### config.mk
export PLATFORM = sky130hd
export DESIGN_NAME = sliding_kmer_word_packer
export DESIGN_NICKNAME = d
export VERILOG_FILES = /design/src/rtl/skmwp_pkg.sv /design/src/rtl/skmwp_window.sv /design/src/rtl/skmwp_pack.sv /design/src/rtl/sliding_kmer_word_packer.sv
export SDC_FILE = /design/constraint.sdc
export NUM_CORES = 1
export LEC_CHECK = 0
export ABC_AREA = 1
export BUFFER_PORTS_ARGS = -buffer_cell sky130_fd_sc_hd__buf_2
export CAP_MARGIN = 20
export CORE_MARGIN = 5
export CORE_UTILIZATION = 40
export CTS_BUF_LIST = sky130_fd_sc_hd__clkbuf_4
export DETAILED_ROUTE_END_ITERATION = 12
export GPL_TIMING_DRIVEN = 0
export HOLD_SLACK_MARGIN = 0.12
export PLACE_DENSITY = 0.53
export SYNTH_ARGS = -nofsm -noshare
export SYNTH_HDL_FRONTEND = slang
export SYNTH_SLANG_ARGS = --single-unit
### constraint.sdc
create_clock -name clock -period 10.8 [get_ports clock]
set_input_delay 0.54 -clock clock [delete_from_list [all_inputs] [get_ports clock]]
set_output_delay 0.54 -clock clock [all_outputs]
set_load 0.01 [all_outputs]
### src/rtl/skmwp_pkg.sv
`timescale 1ns / 1ps
`default_nettype none
// ----------------------------------------------------------------------------
// Sliding k-mer word packer package
// Shared constants, types and the base-alphabet prefix packing function.
// ----------------------------------------------------------------------------
package skmwp_pkg;

   localparam int ALPHABET_SIZE  = 20;
   localparam int PREFIX_SYMBOLS = 6;
   localparam int SUFFIX_SYMBOLS = 12;
   localparam int SYMBOL_BITS    = 5;
   localparam int POSITION_BITS  = 32;

   localparam int WORD_SYMBOLS   = PREFIX_SYMBOLS + SUFFIX_SYMBOLS;
   localparam int PREFIX_W       = 26;
   localparam int SUFFIX_W       = SUFFIX_SYMBOLS * SYMBOL_BITS;
   localparam int WINDOW_START_W = 32;
   localparam int RUN_W          = $clog2(WORD_SYMBOLS + 1);

   typedef logic [SYMBOL_BITS-1:0] symbol_type;

   // Element 0 holds the newest symbol, the top element the oldest.
   typedef symbol_type [WORD_SYMBOLS-1:0] word_type;

   // Element 0 is the least significant digit.
   typedef symbol_type [PREFIX_SYMBOLS-1:0] prefix_digits_type;

   typedef struct packed {
      logic [WINDOW_START_W-1:0] window_start;
      word_type                  word;
   } item_type;

   function automatic logic [PREFIX_W-1:0] prefix_value(input prefix_digits_type digits);
      logic [PREFIX_W-1:0] acc;
      logic [PREFIX_W-1:0] weight;
      acc    = '0;
      weight = PREFIX_W'(1);
      for (int i = 0; i < PREFIX_SYMBOLS; i++) begin
         acc    = acc + PREFIX_W'(digits[i]) * weight;
         weight = PREFIX_W'(weight * PREFIX_W'(ALPHABET_SIZE));
      end
      return acc;
   endfunction

endpackage
`default_nettype wire

### src/rtl/skmwp_window.sv
`timescale 1ns / 1ps
`default_nettype none
// ----------------------------------------------------------------------------
// Sliding k-mer word packer: window state
// Holds the symbol window, run length and position counter, and registers
// a snapshot of each full window for the packing stage.
// ----------------------------------------------------------------------------
module skmwp_window
   import skmwp_pkg::*;
(
   input  wire logic                   clock,
   input  wire logic                   reset,
   input  wire logic                   take,
   input  wire logic                   start_of_sequence,
   input  wire logic [SYMBOL_BITS-1:0] symbol,
   input  wire logic                   symbol_valid,
   input  wire logic                   pop,
   output      logic                   item_valid,
   output      item_type               item
);

   word_type                   word_ff, word_in;
   logic [RUN_W-1:0]           run_ff, run_in, run_base;
   logic [POSITION_BITS-1:0]   seen_ff, seen_in, seen_base, start_full;
   logic                       item_valid_ff, item_valid_in;
   item_type                   item_ff;
   logic                       symbol_ok;
   logic                       fire;

   always_comb begin
      symbol_ok  = symbol_valid &&
                   ({1'b0, symbol} < (SYMBOL_BITS + 1)'(ALPHABET_SIZE));
      seen_base  = start_of_sequence ? '0 : seen_ff;
      run_base   = start_of_sequence ? '0 : run_ff;
      seen_in    = seen_base + POSITION_BITS'(1);
      start_full = seen_in - POSITION_BITS'(WORD_SYMBOLS);
      word_in    = word_ff;
      run_in     = '0;
      if (symbol_ok) begin
         word_in = {word_ff[WORD_SYMBOLS-2:0], symbol};
         run_in  = (run_base < RUN_W'(WORD_SYMBOLS)) ? run_base + RUN_W'(1) : run_base;
      end
      fire = symbol_ok && (run_in == RUN_W'(WORD_SYMBOLS));
      item_valid_in = item_valid_ff;
      if (take && fire) begin
         item_valid_in = 1'b1;
      end else if (pop) begin
         item_valid_in = 1'b0;
      end
   end

   always_ff @(posedge clock) begin
      if (reset) begin
         word_ff       <= '0;
         run_ff        <= '0;
         seen_ff       <= '0;
         item_valid_ff <= 1'b0;
      end else begin
         item_valid_ff <= item_valid_in;
         if (take) begin
            word_ff <= word_in;
            run_ff  <= run_in;
            seen_ff <= seen_in;
         end
      end
   end

   always_ff @(posedge clock) begin
      if (take && fire) begin
         item_ff.window_start <= start_full[WINDOW_START_W-1:0];
         item_ff.word         <= word_in;
      end
   end

   assign item_valid = item_valid_ff;
   assign item       = item_ff;

endmodule
`default_nettype wire

### src/rtl/skmwp_pack.sv
`timescale 1ns / 1ps
`default_nettype none
// ----------------------------------------------------------------------------
// Sliding k-mer word packer: word packing
// Packs a window snapshot into forward and reverse prefix and suffix words
// and holds them in the result register.
// ----------------------------------------------------------------------------
module skmwp_pack
   import skmwp_pkg::*;
(
   input  wire logic                      clock,
   input  wire logic                      reset,
   input  wire logic                      item_valid,
   input  wire item_type                  item,
   output      logic                      pop,
   output      logic                      rsp_valid,
   input  wire logic                      rsp_ready,
   output      logic [WINDOW_START_W-1:0] rsp_window_start,
   output      logic [PREFIX_W-1:0]       rsp_fwd_prefix,
   output      logic [SUFFIX_W-1:0]       rsp_fwd_suffix,
   output      logic [PREFIX_W-1:0]       rsp_rev_prefix,
   output      logic [SUFFIX_W-1:0]       rsp_rev_suffix
);

   prefix_digits_type          fwd_digits, rev_digits;
   symbol_type [SUFFIX_SYMBOLS-1:0] rev_tail;
   logic                       rsp_valid_ff, rsp_valid_in;
   logic [WINDOW_START_W-1:0]  window_start_ff;
   logic [PREFIX_W-1:0]        fwd_prefix_ff, rev_prefix_ff;
   logic [SUFFIX_W-1:0]        fwd_suffix_ff, rev_suffix_ff;

   always_comb begin
      for (int j = 0; j < PREFIX_SYMBOLS; j++) begin
         fwd_digits[j] = item.word[SUFFIX_SYMBOLS + j];
         rev_digits[j] = item.word[PREFIX_SYMBOLS - 1 - j];
      end
      for (int k = 0; k < SUFFIX_SYMBOLS; k++) begin
         rev_tail[k] = item.word[WORD_SYMBOLS - 1 - k];
      end
      pop          = item_valid && (!rsp_valid_ff || rsp_ready);
      rsp_valid_in = rsp_valid_ff;
      if (pop) begin
         rsp_valid_in = 1'b1;
      end else if (rsp_ready) begin
         rsp_valid_in = 1'b0;
      end
   end

   always_ff @(posedge clock) begin
      if (reset) begin
         rsp_valid_ff <= 1'b0;
      end else begin
         rsp_valid_ff <= rsp_valid_in;
      end
   end

   always_ff @(posedge clock) begin
      if (pop) begin
         window_start_ff <= item.window_start;
         fwd_prefix_ff   <= prefix_value(fwd_digits);
         fwd_suffix_ff   <= item.word[SUFFIX_SYMBOLS-1:0];
         rev_prefix_ff   <= prefix_value(rev_digits);
         rev_suffix_ff   <= rev_tail;
      end
   end

   assign rsp_valid        = rsp_valid_ff;
   assign rsp_window_start = window_start_ff;
   assign rsp_fwd_prefix   = fwd_prefix_ff;
   assign rsp_fwd_suffix   = fwd_suffix_ff;
   assign rsp_rev_prefix   = rev_prefix_ff;
   assign rsp_rev_suffix   = rev_suffix_ff;

endmodule
`default_nettype wire

### src/rtl/sliding_kmer_word_packer.sv
`timescale 1ns / 1ps
`default_nettype none
// ----------------------------------------------------------------------------
// Sliding k-mer word packer
// Keeps a sliding window of eighteen amino-acid symbols and, for every valid
// symbol that completes a full run, returns the forward and reverse packed
// words with the start position of the window.
//
//   Channel   Direction  Handshake              Payload
//   req_      in         req_valid / req_ready  start_of_sequence, symbol,
//                                               symbol_valid
//   rsp_      out        rsp_valid / rsp_ready  window_start, fwd/rev prefix
//                                               and suffix
//
// One request is taken in every cycle while req_ready is high; a result passes
// from the request that causes it through the snapshot and result registers.
// The window state updates when the request is taken, so the next request
// may follow at once. Up to two results can be held while rsp_ready is low;
// req_ready falls only when both are occupied. Reset clears the window, the
// run length and the position counter.
// ----------------------------------------------------------------------------
module sliding_kmer_word_packer
   import skmwp_pkg::*;
(
   input  wire logic                      clock,
   input  wire logic                      reset,
   input  wire logic                      req_valid,
   output      logic                      req_ready,
   input  wire logic                      req_start_of_sequence,
   input  wire logic [SYMBOL_BITS-1:0]    req_symbol,
   input  wire logic                      req_symbol_valid,
   output      logic                      rsp_valid,
   input  wire logic                      rsp_ready,
   output      logic [WINDOW_START_W-1:0] rsp_window_start,
   output      logic [PREFIX_W-1:0]       rsp_fwd_prefix,
   output      logic [SUFFIX_W-1:0]       rsp_fwd_suffix,
   output      logic [PREFIX_W-1:0]       rsp_rev_prefix,
   output      logic [SUFFIX_W-1:0]       rsp_rev_suffix
);

   logic     item_valid;
   item_type item;
   logic     pop;
   logic     take;

   assign req_ready = !item_valid || pop;
   assign take      = req_valid && req_ready;

   skmwp_window u_window (
      .clock             (clock),
      .reset             (reset),
      .take              (take),
      .start_of_sequence (req_start_of_sequence),
      .symbol            (req_symbol),
      .symbol_valid      (req_symbol_valid),
      .pop               (pop),
      .item_valid        (item_valid),
      .item              (item)
   );

   skmwp_pack u_pack (
      .clock            (clock),
      .reset            (reset),
      .item_valid       (item_valid),
      .item             (item),
      .pop              (pop),
      .rsp_valid        (rsp_valid),
      .rsp_ready        (rsp_ready),
      .rsp_window_start (rsp_window_start),
      .rsp_fwd_prefix   (rsp_fwd_prefix),
      .rsp_fwd_suffix   (rsp_fwd_suffix),
      .rsp_rev_prefix   (rsp_rev_prefix),
      .rsp_rev_suffix   (rsp_rev_suffix)
   );

endmodule
`default_nettype wire
=== After elaboration in Yosys (flattened, before gate mapping) ===
Index checks and enable logic that the tools add are counted.
W data, S select, Z words.

* Flip-flop bits (word level): 455
* Bits of input ports: 11
* Output and inout port bits: 206
* Logic and storage cells: 92

* Add/sub/neg operators: 13
* Multipliers: 10
* Order comparisons: 2
* Equal/unequal tests: 1
* Multiplexer cells: 9
* Reduce and logical (&&, ||, !) cells: 11

{| class="wikitable"
|+ Operator list
! cell !! count
|-
| $mux W90 || 1
|-
| $add A26 B14 Y26 || 2
|-
| $add A26 B18 Y26 || 2
|-
| $add A26 B23 Y26 || 2
|-
| $add A26 B26 Y26 || 2
|-
| $add A32 B1 Y32 const B || 1
|-
| $mul A5 B12 Y16 const B || 2
|-
| $mux W32 || 1
|-
| $sub A32 B5 Y32 const B || 1
|-
| $mul A5 B10 Y15 const B || 2
|-
| $mul A5 B7 Y12 const B || 2
|-
| $add A5 B10 Y11 || 2
|-
| $mul A5 B5 Y10 const B || 2
|-
| $mul A5 B3 Y8 const B || 2
|-
| $mux W5 || 3
|-
| $lt A5 B5 Y1 const B || 2
|-
| $add A5 B1 Y5 const B || 1
|-
| $eq A5 B5 Y1 const B || 1
|-
| $logic_and A1 B1 Y1 || 5
|-
| $mux W1 || 4
|-
| $reduce_bool A2 Y1 || 2
|-
| $logic_not A1 Y1 || 2
|-
| $logic_or A1 B1 Y1 || 2
|}

=== Logic depth before layout (Yosys ltp) ===
Gate-level depths: netlist of run 1.

* Depth after elaboration: 8
* Mapped depth: 27
* Depth with buffers taken out: 27

=== Modules after synthesis ===
A second synthesis of run 1 with hierarchy kept.

* Cell total of the unflattened synthesis: 2918
* Area, all modules: 26529.2 um^2

{| class="wikitable"
|+ Modules (own cells, without submodules)
! module !! times used !! cells each !! area an instance (um^2) !! sequential area each (um^2)
|-
| skmwp_pack || 1 || 1527 || 15094.5 || 5124.9
|-
| skmwp_window || 1 || 1387 || 11414.7 || 6226.0
|-
| sliding_kmer_word_packer || 1 || 4 || 20.0 || 0.0
|}

=== Least setup slack after synthesis of run 1 ===
Ideal clock, no wire load.

* Path type: input port to flip-flop
* Start: in rsp_ready
* End: reg u_pack.fwd_prefix_ff[10] (netlist: u_pack.rsp_fwd_prefix[10]) (enable)
* Library setup time: 0.756 ns
* Arrival time: 8.739 ns
* Data required time: 10.044 ns
* Path slack: 1.305 ns
* Stages on the path: 2
* Buffers on the path: 0
* Cell sequence: inv_1 > a21oi_1

* Longest elaborated chain between the ends: 2

{| class="wikitable"
|+ RTL lines
! what !! line !! RTL
|-
| start: declaration || sliding_kmer_word_packer.sv:33 || <nowiki>input wire logic rsp_ready,</nowiki>
|-
| $logic_or A1 B1 Y1 || skmwp_pack.sv:40 || <nowiki>pop = item_valid && (!rsp_valid_ff || rsp_ready);</nowiki>
|-
| $logic_and A1 B1 Y1 || skmwp_pack.sv:40 ||
|-
| via pop || sliding_kmer_word_packer.sv:43 || <nowiki>logic pop;</nowiki>
|-
| end signal: assignment || skmwp_pack.sv:60 || <nowiki>fwd_prefix_ff <= prefix_value(fwd_digits);</nowiki>
|-
| end: declaration || skmwp_pack.sv:29 || <nowiki>logic [PREFIX_W-1:0] fwd_prefix_ff, rev_prefix_ff;</nowiki>
|}

The timed path passes the listed nets, and every way through them passes these cells.
A chain may end at the register's enable or synchronous reset.

=== Worst setup path in the final report of run 1 ===
* Start: reg u_window.item_ff, in the netlist u_window.item[77]
* End: reg u_pack.fwd_prefix_ff[25] (netlist: u_pack.rsp_fwd_prefix[25]) (data pin)

* Longest elaborated chain between the ends: 4

{| class="wikitable"
|+ RTL lines
! what !! line !! RTL
|-
| start: declaration || skmwp_window.sv:26 || <nowiki>item_type item_ff;</nowiki>
|-
| $mul A5 B7 Y12 || skmwp_pkg.sv:40 || <nowiki>acc = acc + PREFIX_W'(digits[i]) * weight;</nowiki>
|-
| $add A26 B18 Y26 || skmwp_pkg.sv:40 ||
|-
| $add A26 B23 Y26 || skmwp_pkg.sv:40 ||
|-
| $add A26 B26 Y26 || skmwp_pkg.sv:40 ||
|}

No other way between the ends.

==> metrics.csv, run 1 <==
stage,metric,value,unit
flow_run,max-cap violation count,0,
timing,setup violators final,0,
timing,clk_skew,44.52,ps
timing,crit share post-route,59.87,%
layout,Area growth syn-to-layout,15.03,%
die,# rows,93,
synthesis,"FF+latch count, synth",421,
clock_network,post-cts sizing count,0,
pwr,peak supply drop,0.00006413,V
clock_network,clk sinks,421,
clock_network,H-tree depth,3,
clock_network,setup repair bufs after CTS,0,
die,I/O pin cnt,217,
placed_design,RePlAce Congestion,0.9015,
placed_design,Port Buffers,214,
layout,count of filler cells inserted in the layout,6335,
critical_path,worst-case reg-to-reg path depth,23,
die,Die Footprint,0.07076,mm^2
route,Routed Antenna Nets,0,
critical_path,CP arrival,7010,ps
placed_design,post-DP HPWL,49290,um
critical_path,startpoint types,register,
route,drt drc,0,
critical_path,CP Class,register to register,
synthesis,Post-synth EDFFs,292,
layout,share of layout cells above drive strength 1,15.95,%
global_routing,initial antenna violation count,1,
critical_path,Worst EP required,11350,ps
die,core area,0.06470,mm^2
timing,Final Hold Slack,332.1,ps
timing,Slew Limit Fails,0,
global_routing,All-Layer GR Usage,17.53,%
critical_path,Critical Path Fanout Max,7,
timing,final hold viol count,0,
die,die height,266.0,um
clock_network,clock buffer depth,3,
clock_network,cts hold-fix bufs,7,
timing,unrepaired setup endpoints after global routing,false,
synthesis,largest cells by area after synthesis,"edfxtp_1 (33%), ha_1 (15%), dfxtp_1 (9.9%)",
global_routing,grt ovf,0,
synthesis,synthesized area per cell,9.509,um^2
pwr,Pleak,14.23,nW
synthesis,asr flop ratio synth,0,%
route,Detailed Route WL,62500,um
timing,Worst Max-Slew Pin Slew,843.3,ps
critical_path,r2r setup slk,4330,ps
clock_network,CTS tree,done,
run_status,outcome,"finished, final reports clean",
synthesis,"Distinct cells, synth",49,
synthesis,Ys Warns,0,
critical_path,CP endpoint kind,register,
placed_design,DP Cell Count,3836,
route,routed length per instance,15.39,um
die,Initial Utilization,40.52,%
route,Pre-Repair DR Iteration Count,5,
global_routing,largest net degree at the start of global routing,35,
clock_network,CTS Root Cell,clkbuf_4,
global_routing,vias in the first global route,19660,
clock_network,total CTS buffers,113,
synthesis,most area-hungry cell type in the Yosys netlist,edfxtp_1,
synthesis,predominant post-synthesis flop cell,edfxtp_1,
route,Vias per Instance,4.814,
critical_path,launching point of the worst reg2reg path,u_window.item[77],
layout,"Net count, final",3505,
route,drt initial violations,1030,
hold_path,depth of the worst hold-timing path,4,
synthesis,Mapped Cells,2757,
route,vias,19540,
synthesis,"Seq/Total Area, Yosys",43.29,%
synthesis,Synth top area share,33.44,%
clock_network,clock-pin slew on the worst setup and hold paths,70,ps
die,Die Width,266.0,um
synthesis,synthesized cell area,0.02622,mm^2
timing,fin crit period,6466,ps
layout,footprint of the multi-input gates,0.01242,mm^2
critical_path,Critical Path Start,u_window.item[77],
global_routing,first-pass GRT wire length,101000,um
hold_path,Hold Startpoint,reset,
layout,Final Non-Filler Cells,4060,
synthesis,syn nets,3159,
timing,Slew HR,43.65,%
clock_network,clock latency at the later pin of the worst-skew pair,860,ps
hold_path,Hold Path Class,input port to register,
timing,highest clock rate,154.7,MHz
layout,Seq. cell area,0.01135,mm^2
pwr,Power Density,113.6,mW/mm^2
routing by layer:
layer	share of wire, %	wire length, um	vias up	track usage (%)
met5	0	0	-	0
met4	3.1	1941	0	7.040
met3	4.2	2600	118	2.715
met2	49	30670	425	30.35
met1	44	27300	9128	22.03
li1	-	-	9872	-
flip-flops by register name, indices dropped and copies added, names as in the netlist, 24 cells and up:
signal / cells
u_window.item: 122
u_pack.rsp_rev_prefix: 24
u_pack.rsp_rev_suffix: 59
u_pack.rsp_window_start: 32
u_pack.rsp_fwd_suffix: 31
u_pack.rsp_fwd_prefix: 24
u_window.word_ff: 90
u_window.seen_ff: 32
area by class of cell:
class | instances | area share (%)
Buffer | 102 | 1.834
Clock buffer | 173 | 4.307
Timing Repair Buffer | 231 | 4.497
Sequential cell | 421 | 37.64
Multi-Input combinational cell | 1729 | 41.20
Antenna cell | 2 | 0.01660
Tap cell | 855 | 3.547
Clock inverter | 42 | 0.6348
Inverter | 505 | 6.327
cell usage in the layout (no fill, tap or decap), drive strengths merged, types with 2 or more instances in the layout:
| master | Yosys | routed |
|---|---|---|
| buf | 47 | 271 |
| nor3 | 9 | 9 |
| nand4 | 18 | 18 |
| conb | 2 | 2 |
| o21ai | 252 | 252 |
| nand2 | 391 | 391 |
| clkinv | 1 | 37 |
| a311oi | 2 | 2 |
| nand3 | 102 | 102 |
| dfxtp | 129 | 129 |
| diode | 0 | 2 |
| or2 | 4 | 4 |
| nor2 | 170 | 170 |
| a211oi | 2 | 2 |
| o21bai | 10 | 10 |
| nand3b | 5 | 5 |
| a31oi | 6 | 6 |
| inv | 504 | 509 |
| edfxtp | 292 | 292 |
| ha | 313 | 313 |
| xnor2 | 44 | 44 |
| a21oi | 191 | 191 |
| fa | 78 | 78 |
| o2111ai | 2 | 2 |
| a31o | 2 | 2 |
| xor2 | 92 | 92 |
| dlygate4sd3 | 0 | 7 |
| a21o | 10 | 10 |
| nor4 | 2 | 2 |
| clkbuf | 55 | 228 |
| o211ai | 15 | 15 |
worst max-delay path, stage by stage, from the launching register on:
cell	delay [ps]
edfxtp_1	550
fa_1	620
fa_1	530
inv_1	50
fa_1	490
inv_1	40
ha_1	340
nand3_1	100
nand3_1	110
a21o_1	170
a21oi_1	190
o21ai_0	100
a21oi_1	150
xor2_1	280
fa_1	460
inv_1	70
ha_1	230
ha_1	300
ha_1	400
nand2_1	110
nor2_1	130
nand2_1	60
o311ai_0	570
xor2_1	120
cells in the mapped netlist, types with 13 or more instances:
| cell type | number |
|---|---|
| xnor2_1 | 44 |
| buf_4 | 34 |
| nand2_1 | 377 |
| o211ai_1 | 15 |
| nand4_1 | 18 |
| a21oi_1 | 191 |
| o21ai_0 | 250 |
| nand2_2 | 14 |
| edfxtp_1 | 292 |
| ha_1 | 313 |
| clkbuf_1 | 55 |
| fa_1 | 78 |
| inv_1 | 498 |
| nand3_1 | 89 |
| nor2_2 | 13 |
| nor2_1 | 147 |
| dfxtp_1 | 129 |
| xor2_1 | 92 |
path summary, 6_finish.rpt:
| kind | to |
|---|---|
| worst min register to register | u_pack.rsp_rev_suffix[49] |
| worst min-delay path | u_window.run_ff[0] |
| worst max-delay path | u_pack.rsp_fwd_prefix[25] |
| worst max register to register | u_pack.rsp_fwd_prefix[25] |
through the flow:
| step | setup slack [ps] | setup TNS [ps] | util, % | cell area [um^2] | power [mW] |
|---|---|---|---|---|---|
| floorplan | 1305 | 0 | - | 26220 | 1.959 |
| global placement | -2645 | -441730 | 43.83 | 28360 | 2.026 |
| detailed placement | 4243 | 0 | 44.19 | 28590 | 2.030 |
| CTS | 4217 | 0 | 46.61 | 30150 | 3.493 |
| global route | 3843 | 0 | 46.61 | 30160 | 3.615 |
| finish | 4334 | 0 | 46.61 | 30160 | 3.425 |
report_power, final:
group	switching, mW	internal (mW)	total, mW
clock	0.691	0.737	1.43
combinational	0.159	0.0698	0.229
sequential	0.0191	1.75	1.77
total	0.869	2.56	3.43
logic make-up (layout without fill, tap and decap cells):
group | after synthesis | count (layout) | synth area share [%]
AND/OR/NAND/NOR | 702 | 702 | 11.80
buffers and inverters | 607 | 1053 | 9.387
AO/OA/AOI/OAI | 498 | 498 | 10.05
flip-flops | 421 | 421 | 43.29
adder cells (fa/ha/maj) | 391 | 391 | 20.89
XOR/XNOR | 136 | 136 | 4.543
other | 2 | 4 | 0.02864
No activity file was read; power rests on OpenSTA's default activity.
==> inputs of run 2 (changes only) <==
- clock period: 10.8 -> 5.96 ns (I/O delays scaled with it)
==> metrics.csv, run 2 (synthesized netlist as in run 1, its figures left out) <==
stage,metric,value,unit,change
run_status,outcome,"finished, final reports clean",,unchanged
hold_path,depth of the worst hold-timing path,5,,was 4
timing,clk_skew,45.62,ps,was 44.52 ps
timing,Worst Max-Slew Pin Slew,793.8,ps,was 843.3 ps
route,routed length per instance,15.61,um,was 15.39 um
layout,"most common cell after layout, fill and taps aside",inv_1,,unchanged
placed_design,Port Buffers,214,,unchanged
timing,setup violators final,0,,unchanged
global_routing,vias in the first global route,20020,,was 19660
hold_path,Hold Path Class,input port to register,,unchanged
critical_path,Worst EP required,6680,ps,was 11350 ps
clock_network,clock-pin slew on the worst setup and hold paths,60,ps,was 70 ps
placed_design,post-DP HPWL,49720,um,was 49290 um
layout,Area growth syn-to-layout,17.54,%,was 15.03%
die,# rows,93,,unchanged
clock_network,total CTS buffers,112,,was 113
placed_design,area of placed instances,0.02859,mm^2,unchanged
critical_path,cell family with most CP delay,adder cells,,unchanged
pwr,Pleak,14.43,nW,was 14.23 nW
clock_network,clock buffer depth,3,,unchanged
die,die height,266.0,um,unchanged
pwr,peak supply drop,0.0001239,V,was 0.00006413 V
pwr,Power Density,200.2,mW/mm^2,was 113.6 mW/mm^2
die,I/O pin cnt,217,,unchanged
critical_path,critical path depth,26,,was 23
timing,Final Hold Slack,392.5,ps,was 332.1 ps
layout,max FFs per register,122,,unchanged
placed_design,RePlAce Congestion,0.8891,,was 0.9015
layout,Final Non-Filler Cells,4089,,was 4060
route,Routed Antenna Nets,0,,unchanged
critical_path,startpoint types,register,,unchanged
global_routing,grt ovf,0,,unchanged
timing,post-route setup slack,250.7,ps,was 4334 ps
critical_path,CP Buf/Inv Count,3,,unchanged
critical_path,Max stage delay on crit path,510,ps,was 620 ps
clock_network,CTS tree,done,,unchanged
clock_network,clock latency at the later pin of the worst-skew pair,860,ps,about the same
layout,share of layout cells above drive strength 1,18.44,%,was 15.95%
global_routing,All-Layer GR Usage,17.64,%,was 17.53%
clock_network,clk sinks,421,,unchanged
timing,crit share post-route,95.79,%,was 59.87%
timing,Slew HR,46.96,%,was 43.65%
global_routing,largest net degree at the start of global routing,35,,unchanged
die,Initial Utilization,40.52,%,unchanged
layout,"Net count, final",3536,,was 3505
critical_path,Critical Path Fanout Max,5,,was 7
route,Pre-Repair DR Iteration Count,6,,was 5
placed_design,DP Cell Count,3836,,unchanged
critical_path,worst-case reg-to-reg path depth,26,,was 23
clock_network,H-tree depth,3,,unchanged
timing,highest clock rate,175.2,MHz,was 154.7 MHz
layout,Finished Cell Area,0.03082,mm^2,was 0.03016 mm^2
route,Vias per Instance,4.826,,was 4.814
timing,fin crit period,5709,ps,was 6466 ps
route,drt initial violations,961,,was 1030
die,core area,0.06470,mm^2,unchanged
critical_path,CP endpoint kind,register,,unchanged
clock_network,CTS Root Cell,clkbuf_4,,unchanged
route,Detailed Route WL,63830,um,was 62500 um
die,Die Footprint,0.07076,mm^2,unchanged
route,drt drc,0,,unchanged
critical_path,CP arrival,6430,ps,was 7010 ps
placed_design,Setup WS pre-CTS,-560.7,ps,was 4243 ps
route,vias,19730,,was 19540
die,Die Width,266.0,um,unchanged
flow_run,max-cap violation count,0,,unchanged
critical_path,Worst path most repeated cell,ha_4,,
critical_path,CP Class,register to register,,unchanged
layout,most frequent cells in the layout,"inv_1 (495), nand2_1 (372), ha_1 (295)",,"was inv_1 (498), nand2_1 (377), ha_1 (313)"
critical_path,slowest CP cell,fa_1,,unchanged
timing,Slew Limit Fails,0,,unchanged
global_routing,first-pass GRT wire length,101600,um,was 101000 um
timing,final hold viol count,0,,unchanged
global_routing,initial antenna violation count,3,,was 1
run 2: timing repair:
item                                    CTS  global route
hold buffers                             11             0
setup buffers                             8            20
pin swaps                                 4            46
endpoints found under the setup margin   18            20
resized for setup                        15            70
hold endpoints to repair                105             0
run 2: worst paths after layout:
| check | start | endpoint | slack [ps] |
|---|---|---|---|
| setup / recovery | u_window.item[12] | u_pack.rsp_rev_prefix[25] | 250 |
| hold / removal | rsp_ready | u_window.item_valid | 390 |
| setup reg to reg | u_window.item[12] | u_pack.rsp_rev_prefix[25] | 250 |
| hold reg to reg | u_window.item[58] | u_pack.rsp_rev_suffix[33] | 410 |
run 2: area by class of cell:
type                    count  area, um^2
clock inverters            46       215.2
clock buffers             166        1246
diodes                      2       5.005
well taps                 855        1070
repair buffers            263        1618
inverters                 505        1908
plain buffers             102       553.0
flip-flops and latches    421       11350
multi-input cells        1729       12850
fillers                  6270       33880
run 2: tightest hold or removal path, delay by kind of cell:
family / cells / cell delay, ps
buffers and inverters: 3 / 700
and+or+nand+nor: 1 / 120
AOI/OAI and AO/OA: 1 / 80
run 2: power by group:
group | internal [mW] | leakage [nW] | switching, mW
sequential | 3.17 | 3.71 | 0.0351
combinational | 0.128 | 9.86 | 0.291
clock | 1.29 | 0.863 | 1.25
run 2: layer usage:
metal,vias to the layer above,part of all wire (%),GRT usage [%]
met1,9317,43,21.49
li1,9910,-,-
met4,0,2.9,6.846
met5,-,0,0
met2,382,50,31.36
met3,123,4.0,2.844
run 2: stage by stage:
step | power, mW | setup TNS (ps) | util, %
after detailed placement | 3.679 | -4750 | 44.19
after global routing | 6.502 | -80.83 | 47.63
final | 6.168 | 0 | 47.63
after CTS | 6.303 | -150.8 | 46.83
after global placement | 3.669 | -519070 | 43.84
after floorplan | 3.550 | 0 | -
